## config.mk

```make
export PLATFORM = sky130hd
export DESIGN_NAME = sliding_anagram_window_match
export DESIGN_NICKNAME = d
export VERILOG_FILES = /design/src/hw/rtl/sawm_pkg.sv /design/src/hw/rtl/sawm_ring_cell.sv /design/src/hw/rtl/sawm_bin.sv /design/src/hw/rtl/sliding_anagram_window_match.sv
export SDC_FILE = /design/constraint.sdc
export NUM_CORES = 2
export LEC_CHECK = 0
export BUFFER_PORTS_ARGS = -buffer_cell sky130_fd_sc_hd__buf_2
export CAP_MARGIN = 20
export CORE_MARGIN = 2
export CORE_UTILIZATION = 50
export CTS_CLUSTER_SIZE = 14
export DETAILED_ROUTE_END_ITERATION = 16
export HOLD_SLACK_MARGIN = 0.15
export PLACE_DENSITY = 0.65
export SLEW_MARGIN = 25
export SYNTH_ARGS = -nofsm -noshare
export SYNTH_HDL_FRONTEND = slang
export SYNTH_SLANG_ARGS = --single-unit
```

## constraint.sdc

```tcl
create_clock -name clk_i -period 42.1 [get_ports clk_i]
set_input_delay 2.105 -clock clk_i [delete_from_list [all_inputs] [get_ports clk_i]]
set_output_delay 2.105 -clock clk_i [all_outputs]
set_load 0.02 [all_outputs]
```

## src/hw/rtl/sawm_pkg.sv

```systemverilog
// Package for the sliding anagram window matcher.
// Holds defaults, field widths, request op codes and the cell control structs.
// No dependencies.
`default_nettype none

package sawm_pkg;

  localparam int unsigned MaxPatternDef = 256;
  localparam int unsigned AlphabetDef   = 26;
  localparam int unsigned MaxTextDef    = 65536;

  localparam int unsigned OpW     = 2;
  localparam int unsigned LetterW = 5;
  localparam int unsigned IndexW  = 16;

  localparam logic [OpW-1:0] OP_CLEAR   = 2'd0;
  localparam logic [OpW-1:0] OP_PATTERN = 2'd1;
  localparam logic [OpW-1:0] OP_TEXT    = 2'd2;

  // Control for one letter bin of the two histograms.
  typedef struct packed {
    logic clear;
    logic pat_inc;
    logic win_inc;
    logic win_dec;
  } bin_ctrl_t;

  // Control shared by all cells of the window delay line.
  typedef struct packed {
    logic clear;
    logic pat_shift;
    logic text_shift;
  } ring_ctrl_t;

endpackage

`default_nettype wire

```

## src/hw/rtl/sawm_ring_cell.sv

```systemverilog
// One cell of the window delay line: a letter slot plus the entry marker.
// Depends on sawm_pkg.
`default_nettype none

module sawm_ring_cell (
  input  wire                              clk_i,
  input  wire                              rst_ni,
  input  sawm_pkg::ring_ctrl_t             ctrl_i,
  input  wire                              mark_i,
  input  wire [sawm_pkg::LetterW-1:0]      letter_new_i,
  input  wire [sawm_pkg::LetterW-1:0]      letter_prev_i,
  output logic                             mark_o,
  output logic [sawm_pkg::LetterW-1:0]     letter_o
);
  import sawm_pkg::*;

  logic               mark_q, mark_d;
  logic [LetterW-1:0] letter_q, letter_d;

  // The entry marker walks toward the head by one cell per pattern letter.
  always_comb begin
    mark_d = mark_q;
    if (ctrl_i.clear) begin
      mark_d = 1'b0;
    end else if (ctrl_i.pat_shift) begin
      mark_d = mark_i;
    end
  end

  always_comb begin
    letter_d = letter_q;
    if (ctrl_i.text_shift) begin
      letter_d = mark_q ? letter_new_i : letter_prev_i;
    end
  end

  always_ff @(posedge clk_i or negedge rst_ni) begin
    if (!rst_ni) begin
      mark_q <= 1'b0;
    end else begin
      mark_q <= mark_d;
    end
  end

  always_ff @(posedge clk_i) begin
    letter_q <= letter_d;
  end

  assign mark_o   = mark_q;
  assign letter_o = letter_q;

endmodule

`default_nettype wire

```

## src/hw/rtl/sawm_bin.sv

```systemverilog
// One letter bin: pattern count, window count and the equality chain link.
// Depends on sawm_pkg.
`default_nettype none

module sawm_bin #(
  parameter int unsigned CntW = 9
) (
  input  wire                    clk_i,
  input  wire                    rst_ni,
  input  sawm_pkg::bin_ctrl_t    ctrl_i,
  input  wire                    eq_i,
  output logic                   eq_o
);
  import sawm_pkg::*;

  logic [CntW-1:0] pat_q, pat_d;
  logic [CntW-1:0] win_q, win_d;
  logic            dec_ok;

  assign dec_ok = ctrl_i.win_dec && (win_q != '0);

  always_comb begin
    pat_d = pat_q;
    win_d = win_q;
    if (ctrl_i.clear) begin
      pat_d = '0;
      win_d = '0;
    end else begin
      if (ctrl_i.pat_inc) begin
        pat_d = pat_q + CntW'(1);
      end
      if (ctrl_i.win_inc && !dec_ok) begin
        win_d = win_q + CntW'(1);
      end else if (!ctrl_i.win_inc && dec_ok) begin
        win_d = win_q - CntW'(1);
      end
    end
  end

  always_ff @(posedge clk_i or negedge rst_ni) begin
    if (!rst_ni) begin
      pat_q <= '0;
      win_q <= '0;
    end else begin
      pat_q <= pat_d;
      win_q <= win_d;
    end
  end

  // Compare on the updated counts so a match shows for this request.
  assign eq_o = eq_i && (pat_d == win_d);

endmodule

`default_nettype wire

```

## src/hw/rtl/sliding_anagram_window_match.sv

```systemverilog
// Sliding anagram window matcher, top level.
// Depends on sawm_pkg, sawm_ring_cell and sawm_bin.
//
// Input channel (in_valid_i / in_stall_o, op_i, letter_i): a request clears
// all counts, loads one pattern letter, or streams one text letter. Output
// channel (out_valid_o / out_stall_i, start_index_o): the start position of
// each text window that is a permutation of the pattern.
// One request is taken every cycle while in_stall_o is low. The window is a
// row of MAX_PATTERN cells that shifts once per text letter; letters enter
// at the cell picked by the pattern length and leave at the far end, so the
// dropped letter is always at a fixed place. Each of the ALPHABET bins
// updates and compares its two counts in the same cycle. A match is stored
// in the output register, or in the skid entry if that register is full and
// not popped. The output register is backed by a one-entry skid buffer:
// requests keep flowing while one result waits, and in_stall_o rises only
// once the skid entry is occupied. Reset clears histograms, pattern length,
// text position, entry markers and output buffers, but not the letter slots.
`default_nettype none

module sliding_anagram_window_match #(
  parameter int unsigned MAX_PATTERN = sawm_pkg::MaxPatternDef,
  parameter int unsigned ALPHABET    = sawm_pkg::AlphabetDef,
  parameter int unsigned MAX_TEXT    = sawm_pkg::MaxTextDef
) (
  input  wire                              clk_i,
  input  wire                              rst_ni,
  input  wire                              in_valid_i,
  output logic                             in_stall_o,
  input  wire [sawm_pkg::OpW-1:0]          op_i,
  input  wire [sawm_pkg::LetterW-1:0]      letter_i,
  output logic                             out_valid_o,
  input  wire                              out_stall_i,
  output logic [sawm_pkg::IndexW-1:0]      start_index_o
);
  import sawm_pkg::*;

  localparam int unsigned CntW = $clog2(MAX_PATTERN + 1);
  localparam int unsigned PosW = $clog2(MAX_TEXT + 1);
  localparam int unsigned MaxW = (PosW > CntW) ? PosW : CntW;
  localparam int unsigned DW   = (MaxW > IndexW) ? MaxW : IndexW;

  logic            accept;
  logic            letter_ok;
  logic            clear;
  logic            pat_ok;
  logic            text_ok;
  logic            text_live;
  logic            full_now;
  logic            full_next;
  logic            match;
  logic [DW-1:0]   start_full;

  logic [CntW-1:0] len_q, len_d;
  logic [PosW-1:0] pos_q, pos_d;
  logic [PosW-1:0] pos_inc;

  ring_ctrl_t      ring_ctrl;
  logic [MAX_PATTERN-1:0] ring_mark;
  logic [LetterW-1:0]     ring_letter [MAX_PATTERN];
  logic [LetterW-1:0]     old_letter;

  bin_ctrl_t       bin_ctrl [ALPHABET];
  logic [ALPHABET:0] eq_chain;

  logic               out_valid_q, out_valid_d;
  logic [IndexW-1:0]  out_data_q, out_data_d;
  logic               skid_valid_q, skid_valid_d;
  logic [IndexW-1:0]  skid_data_q, skid_data_d;
  logic               pop;

  // ---------------------------------------------------------------- decode
  assign accept    = in_valid_i && !in_stall_o;
  assign letter_ok = 32'(letter_i) < 32'(ALPHABET);
  assign clear     = accept && (op_i == OP_CLEAR);
  assign pat_ok    = accept && (op_i == OP_PATTERN) && letter_ok &&
                     (pos_q == '0) && (len_q < CntW'(MAX_PATTERN));
  assign text_ok   = accept && (op_i == OP_TEXT) && letter_ok &&
                     (pos_q < PosW'(MAX_TEXT));
  assign text_live = text_ok && (len_q != '0);

  assign pos_inc   = pos_q + PosW'(1);
  assign full_now  = DW'(pos_q) >= DW'(len_q);
  assign full_next = DW'(pos_inc) >= DW'(len_q);

  always_comb begin
    len_d = len_q;
    pos_d = pos_q;
    if (clear) begin
      len_d = '0;
      pos_d = '0;
    end else begin
      if (pat_ok) begin
        len_d = len_q + CntW'(1);
      end
      if (text_ok) begin
        pos_d = pos_inc;
      end
    end
  end

  always_ff @(posedge clk_i or negedge rst_ni) begin
    if (!rst_ni) begin
      len_q <= '0;
      pos_q <= '0;
    end else begin
      len_q <= len_d;
      pos_q <= pos_d;
    end
  end

  // ---------------------------------------------------------- window cells
  assign ring_ctrl.clear      = clear;
  assign ring_ctrl.pat_shift  = pat_ok;
  assign ring_ctrl.text_shift = text_live;
  assign old_letter           = ring_letter[MAX_PATTERN-1];

  for (genvar i = 0; i < MAX_PATTERN; i++) begin : g_ring
    logic               up_mark;
    logic [LetterW-1:0] prev_letter;

    if (i == MAX_PATTERN - 1) begin : g_tail
      assign up_mark = (len_q == '0);
    end else begin : g_body
      assign up_mark = ring_mark[i+1];
    end

    if (i == 0) begin : g_head
      assign prev_letter = letter_i;
    end else begin : g_link
      assign prev_letter = ring_letter[i-1];
    end

    sawm_ring_cell u_cell (
      .clk_i         (clk_i),
      .rst_ni        (rst_ni),
      .ctrl_i        (ring_ctrl),
      .mark_i        (up_mark),
      .letter_new_i  (letter_i),
      .letter_prev_i (prev_letter),
      .mark_o        (ring_mark[i]),
      .letter_o      (ring_letter[i])
    );
  end

  // ------------------------------------------------------------ histograms
  assign eq_chain[0] = 1'b1;

  for (genvar b = 0; b < ALPHABET; b++) begin : g_bin
    assign bin_ctrl[b].clear   = clear;
    assign bin_ctrl[b].pat_inc = pat_ok && (32'(letter_i) == b);
    assign bin_ctrl[b].win_inc = text_live && (32'(letter_i) == b);
    assign bin_ctrl[b].win_dec = text_live && full_now && (32'(old_letter) == b);

    sawm_bin #(
      .CntW (CntW)
    ) u_bin (
      .clk_i  (clk_i),
      .rst_ni (rst_ni),
      .ctrl_i (bin_ctrl[b]),
      .eq_i   (eq_chain[b]),
      .eq_o   (eq_chain[b+1])
    );
  end

  assign match      = text_live && full_next && eq_chain[ALPHABET];
  assign start_full = DW'(pos_inc) - DW'(len_q);

  // --------------------------------------------------- output and skid
  assign pop        = out_valid_q && !out_stall_i;
  assign in_stall_o = skid_valid_q;

  always_comb begin
    out_valid_d  = out_valid_q;
    out_data_d   = out_data_q;
    skid_valid_d = skid_valid_q;
    skid_data_d  = skid_data_q;
    if (skid_valid_q) begin
      if (pop) begin
        out_data_d   = skid_data_q;
        skid_valid_d = 1'b0;
      end
    end else if (match) begin
      if (!out_valid_q || pop) begin
        out_valid_d = 1'b1;
        out_data_d  = start_full[IndexW-1:0];
      end else begin
        skid_valid_d = 1'b1;
        skid_data_d  = start_full[IndexW-1:0];
      end
    end else if (pop) begin
      out_valid_d = 1'b0;
    end
  end

  always_ff @(posedge clk_i or negedge rst_ni) begin
    if (!rst_ni) begin
      out_valid_q  <= 1'b0;
      skid_valid_q <= 1'b0;
    end else begin
      out_valid_q  <= out_valid_d;
      skid_valid_q <= skid_valid_d;
    end
  end

  always_ff @(posedge clk_i) begin
    out_data_q  <= out_data_d;
    skid_data_q <= skid_data_d;
  end

  assign out_valid_o   = out_valid_q;
  assign start_index_o = out_data_q;

endmodule

`default_nettype wire

```

==> results.md <==
- Status: complete, but fails checks
- Failing checks: slew limit
- Reg power frac: 0.485
- FMAX: 115 MHz
- HPWL after DPL: 182000 um
- Postcts setup bufs: 0
- Crit path max fanout: 16
- Largest area contributor in the netlist: edfxtp_1
- First-pass GRT wire length: 426000 um
- Synth Flop Type: edfxtp_1
- Synthesis-stage register bit count: 2063
- Fill cell count: 16571
- Placed insts: 10430
- Area of the core: 200000 um2
- CP delay by family, top: simple AND/OR/NAND/NOR gates
- Antenna violations before repair: 10
- CP most frequent cell: a2111oi_0
- Mux share of post-synthesis cell area: 0.153
- Hold_ws: 0.512 ns
- RSZ-0062 raised after global routing: no
- Row count: 164
- H-Tree Depth: 4
- Gpl congestion: 1.05
- Pins Over Slew Limit: 71
- Hold_buf cts: 0
- Synth cell types: 109
- Crit Path Category: input port to register
- Layout net count: 8106
- Die Wd: 453 um
- P_leak: 0.0410 uW
- Clock Tree Root: clkbuf_16
- Syn Nets: 8415
- Setup crit end kind: register
- GRT Util Overall: 0.273
- Number of I/O port buffers: 28
- Syn avg cell area: 12.1 um2
- Xor-xnor portion of the synthesized cell area: 0.0455
- Tmin final: 8.73 ns
- Clock-pin slew on the worst setup and hold paths: 0.06 ns
- Dominant combinational cell family by area after synthesis: multiplexers
- Die height: 453 um
- DR vias: 66004
- Crit-path slowest cell: a211oi_2
- Number of buffers created by CTS: 215
- I/O Pins: 29
- Comb pwr share: 0.102
- WL final: 281000 um
- Ys Warns: 0
- Setup crit start kind: input port
- Post-Synth Adder-Cell Area: 0.0131
- Worst path required time: 42.57 ns
- DIE AREA: 205000 um2
- Worst Tran Pin Value: 1.64 ns
- Fin cells: 10841
- Ys async rst share: 0.364
- Tcrit/Tclk final: 0.207
- P_sw: 1220 uW
- CTS Buffer Depth: 3
- Final setup viols: 0
- Most frequent cell after synthesis: edfxtp_1
- Sw Ratio: 0.260
- Arrival time at the worst endpoint: 9.20 ns
- Compound-Gate Fraction of Synth Area: 0.0514
- Design Power: 4690 uW
- Critical Path Max Stage Delay: 0.97 ns
- Grt total ovfl: 0
- Wire per inst: 26.0 um
- Synth Cell Area: 101000 um2
- Peak VDD IR: 0.0000436 V
- Hold/Removal Path Class: register to register
- Clk_lat worst skew: 0.89 ns
- P_int: 3470 uW
- Initial Utilization: 0.504
- Post-synth top cells: edfxtp_1, mux2_2, nand2_1
- DRT antenna net count: 0
- Synthesized-area fraction occupied by and/or/nand/nor cells: 0.129
- Top cells by area, synth: edfxtp_1, dfrtp_1, mux2_2, nand2_1, xnor2_1
- Initial DRC Count: 6457
- Pre-antenna DRT Iters: 7
- CTS tree: built
- Largest net degree at the start of global routing: 187
- Vias in the first global route: 65011
- Sink Count: 2063
- Layout area overhead: 9.31%
- Critical Path, Cell by Cell: buf_2, nand4bb_1, buf_4, nor4_1, nand2_1, a211oi_2, mux2i_1, xor2_1, o22ai_1, a2111oi_0, o21ai_1, or4_1, a2111oi_0, nand4_1, nor2_2
- Cell count after synthesis: 8303
- Hold Fails Final Rpt: 0
- Number of synthesized flops with an enable pin: 1312
- Sequential element share of the synthesized area: 0.577
- Top cell type's share of synthesized area: 0.391
- DRC Markers: 0
- CTS resizes: 0
- Clock Power Share: 0.413
- Finished Core Util: 0.551
- Buf+Inv Stages, Crit Path: 2
- Share of cells above drive strength 1: 0.228
- Vias per cell: 6.09
- # Max-Cap Violations: 0
- Skew final: 0.0864 ns
- Cell Pwr Density: 42.6 nW/um2
- Post-route setup TNS: 0 ns
- Max-slew headroom: -0.0904
## area by class of cell
class	instances	area [um2]	area share
Multi-Input combinational cell	5433	39600	0.359
Antenna cell	4	10.0	0.0000909
Inverter	135	514	0.00467
Clock buffer	295	5960	0.0541
Timing Repair Buffer	146	1330	0.0121
Sequential cell	2063	58200	0.528
Clock inverter	109	1230	0.0112
Tap cell	2656	3320	0.0302
## sequential cells by signal, summed over array words and instances (netlist names), 9 cells and up
| signal | flops |
|---|---|
| pos_q | 17 |
| start_index_o | 16 |
| g_ring.u_cell.mark_o | 255 |
| g_ring.u_cell.letter_o | 1280 |
| len_q | 9 |
| g_bin.u_bin.win_q | 234 |
| g_bin.u_bin.pat_q | 234 |
| skid_data_q | 16 |
## metrics by stage
stage	setup slack [ns]	instance area [um2]
6_report	33.37	110000
3_3_place_gp	32.50	103000
2_1_floorplan	18.45	101000
4_1_cts	33.65	110000
3_5_place_dp	32.75	103000
5_1_grt	33.18	110000
## cells in the final DEF, fill, tap and decap left out, types with 38 or more instances in the layout
cell type,instances
a211oi_1,42
a21oi_1,220
a22oi_1,38
and2_1,88
and3_1,81
buf_4,96
clkbuf_1,53
clkbuf_16,216
clkinv_2,40
dfrtp_1,751
edfxtp_1,1312
ha_1,100
inv_1,132
mux2_2,1293
mux2i_1,85
nand2_1,838
nand3_1,364
nand4_1,164
nor2_1,592
nor3_1,178
nor4_1,96
o21ai_0,89
or3_1,43
or4_1,46
xnor2_1,297
xor2_1,218
## power by group through the flow
stage	combinational, uW	clock (uW)	sequential, uW
detailed placement	470	0	2320
global route	510	2050	2280
CTS	472	1970	2280
finish	480	1930	2280
floorplan	279	0	2370
global placement	464	0	2310
## path summary, 6_finish.rpt
kind | from | endpoint | slack (ns) | cells after the start
setup / recovery | op_i[1] | skid_data_q[12] | 33.37 | 15
hold / removal | g_ring[236].u_cell.letter_o[2] | g_ring[237].u_cell.letter_o[2] | 0.51 | 1
setup reg to reg | in_stall_o | skid_data_q[12] | 33.95 | 14
hold reg to reg | g_ring[236].u_cell.letter_o[2] | g_ring[237].u_cell.letter_o[2] | 0.51 | 1
max in group asynchronous | rst_ni | g_bin[9].u_bin.win_q[1] | 37.24 | 5
min in group asynchronous | rst_ni | g_ring[236].u_cell.mark_o | 1.21 | 1
## cells by family (layout without fill, tap and decap cells)
group,count (synthesis),count (layout)
other,0,4
flip-flops,2063,2063
AO/OA/AOI/OAI,742,742
AND/OR/NAND/NOR,2689,2689
adder cells (fa/ha/maj),106,106
XOR/XNOR,518,518
multiplexers,1378,1378
buffers and inverters,807,685
## worst reg2reg max path: cells and delay by family (launching register included)
kind / cells / cell delay [ns]
and+or+nand+nor: 6 / 3.78
AOI/OAI and AO/OA: 5 / 2.49
muxes: 1 / 0.31
buffers and inverters: 1 / 0.27
xor gates and xnor gates: 1 / 0.32
DFF: 1 / 0.60
## metal layers
layer  vias to the layer above  track usage  routed length, um
li1                      29551            -                  -
met1                     33480        0.383             122000
met2                      2363        0.410             125000
met3                       604       0.0474              18900
met4                         6        0.134              15400
met5                         -            0                 33
No activity file was read; power rests on OpenSTA's default activity.
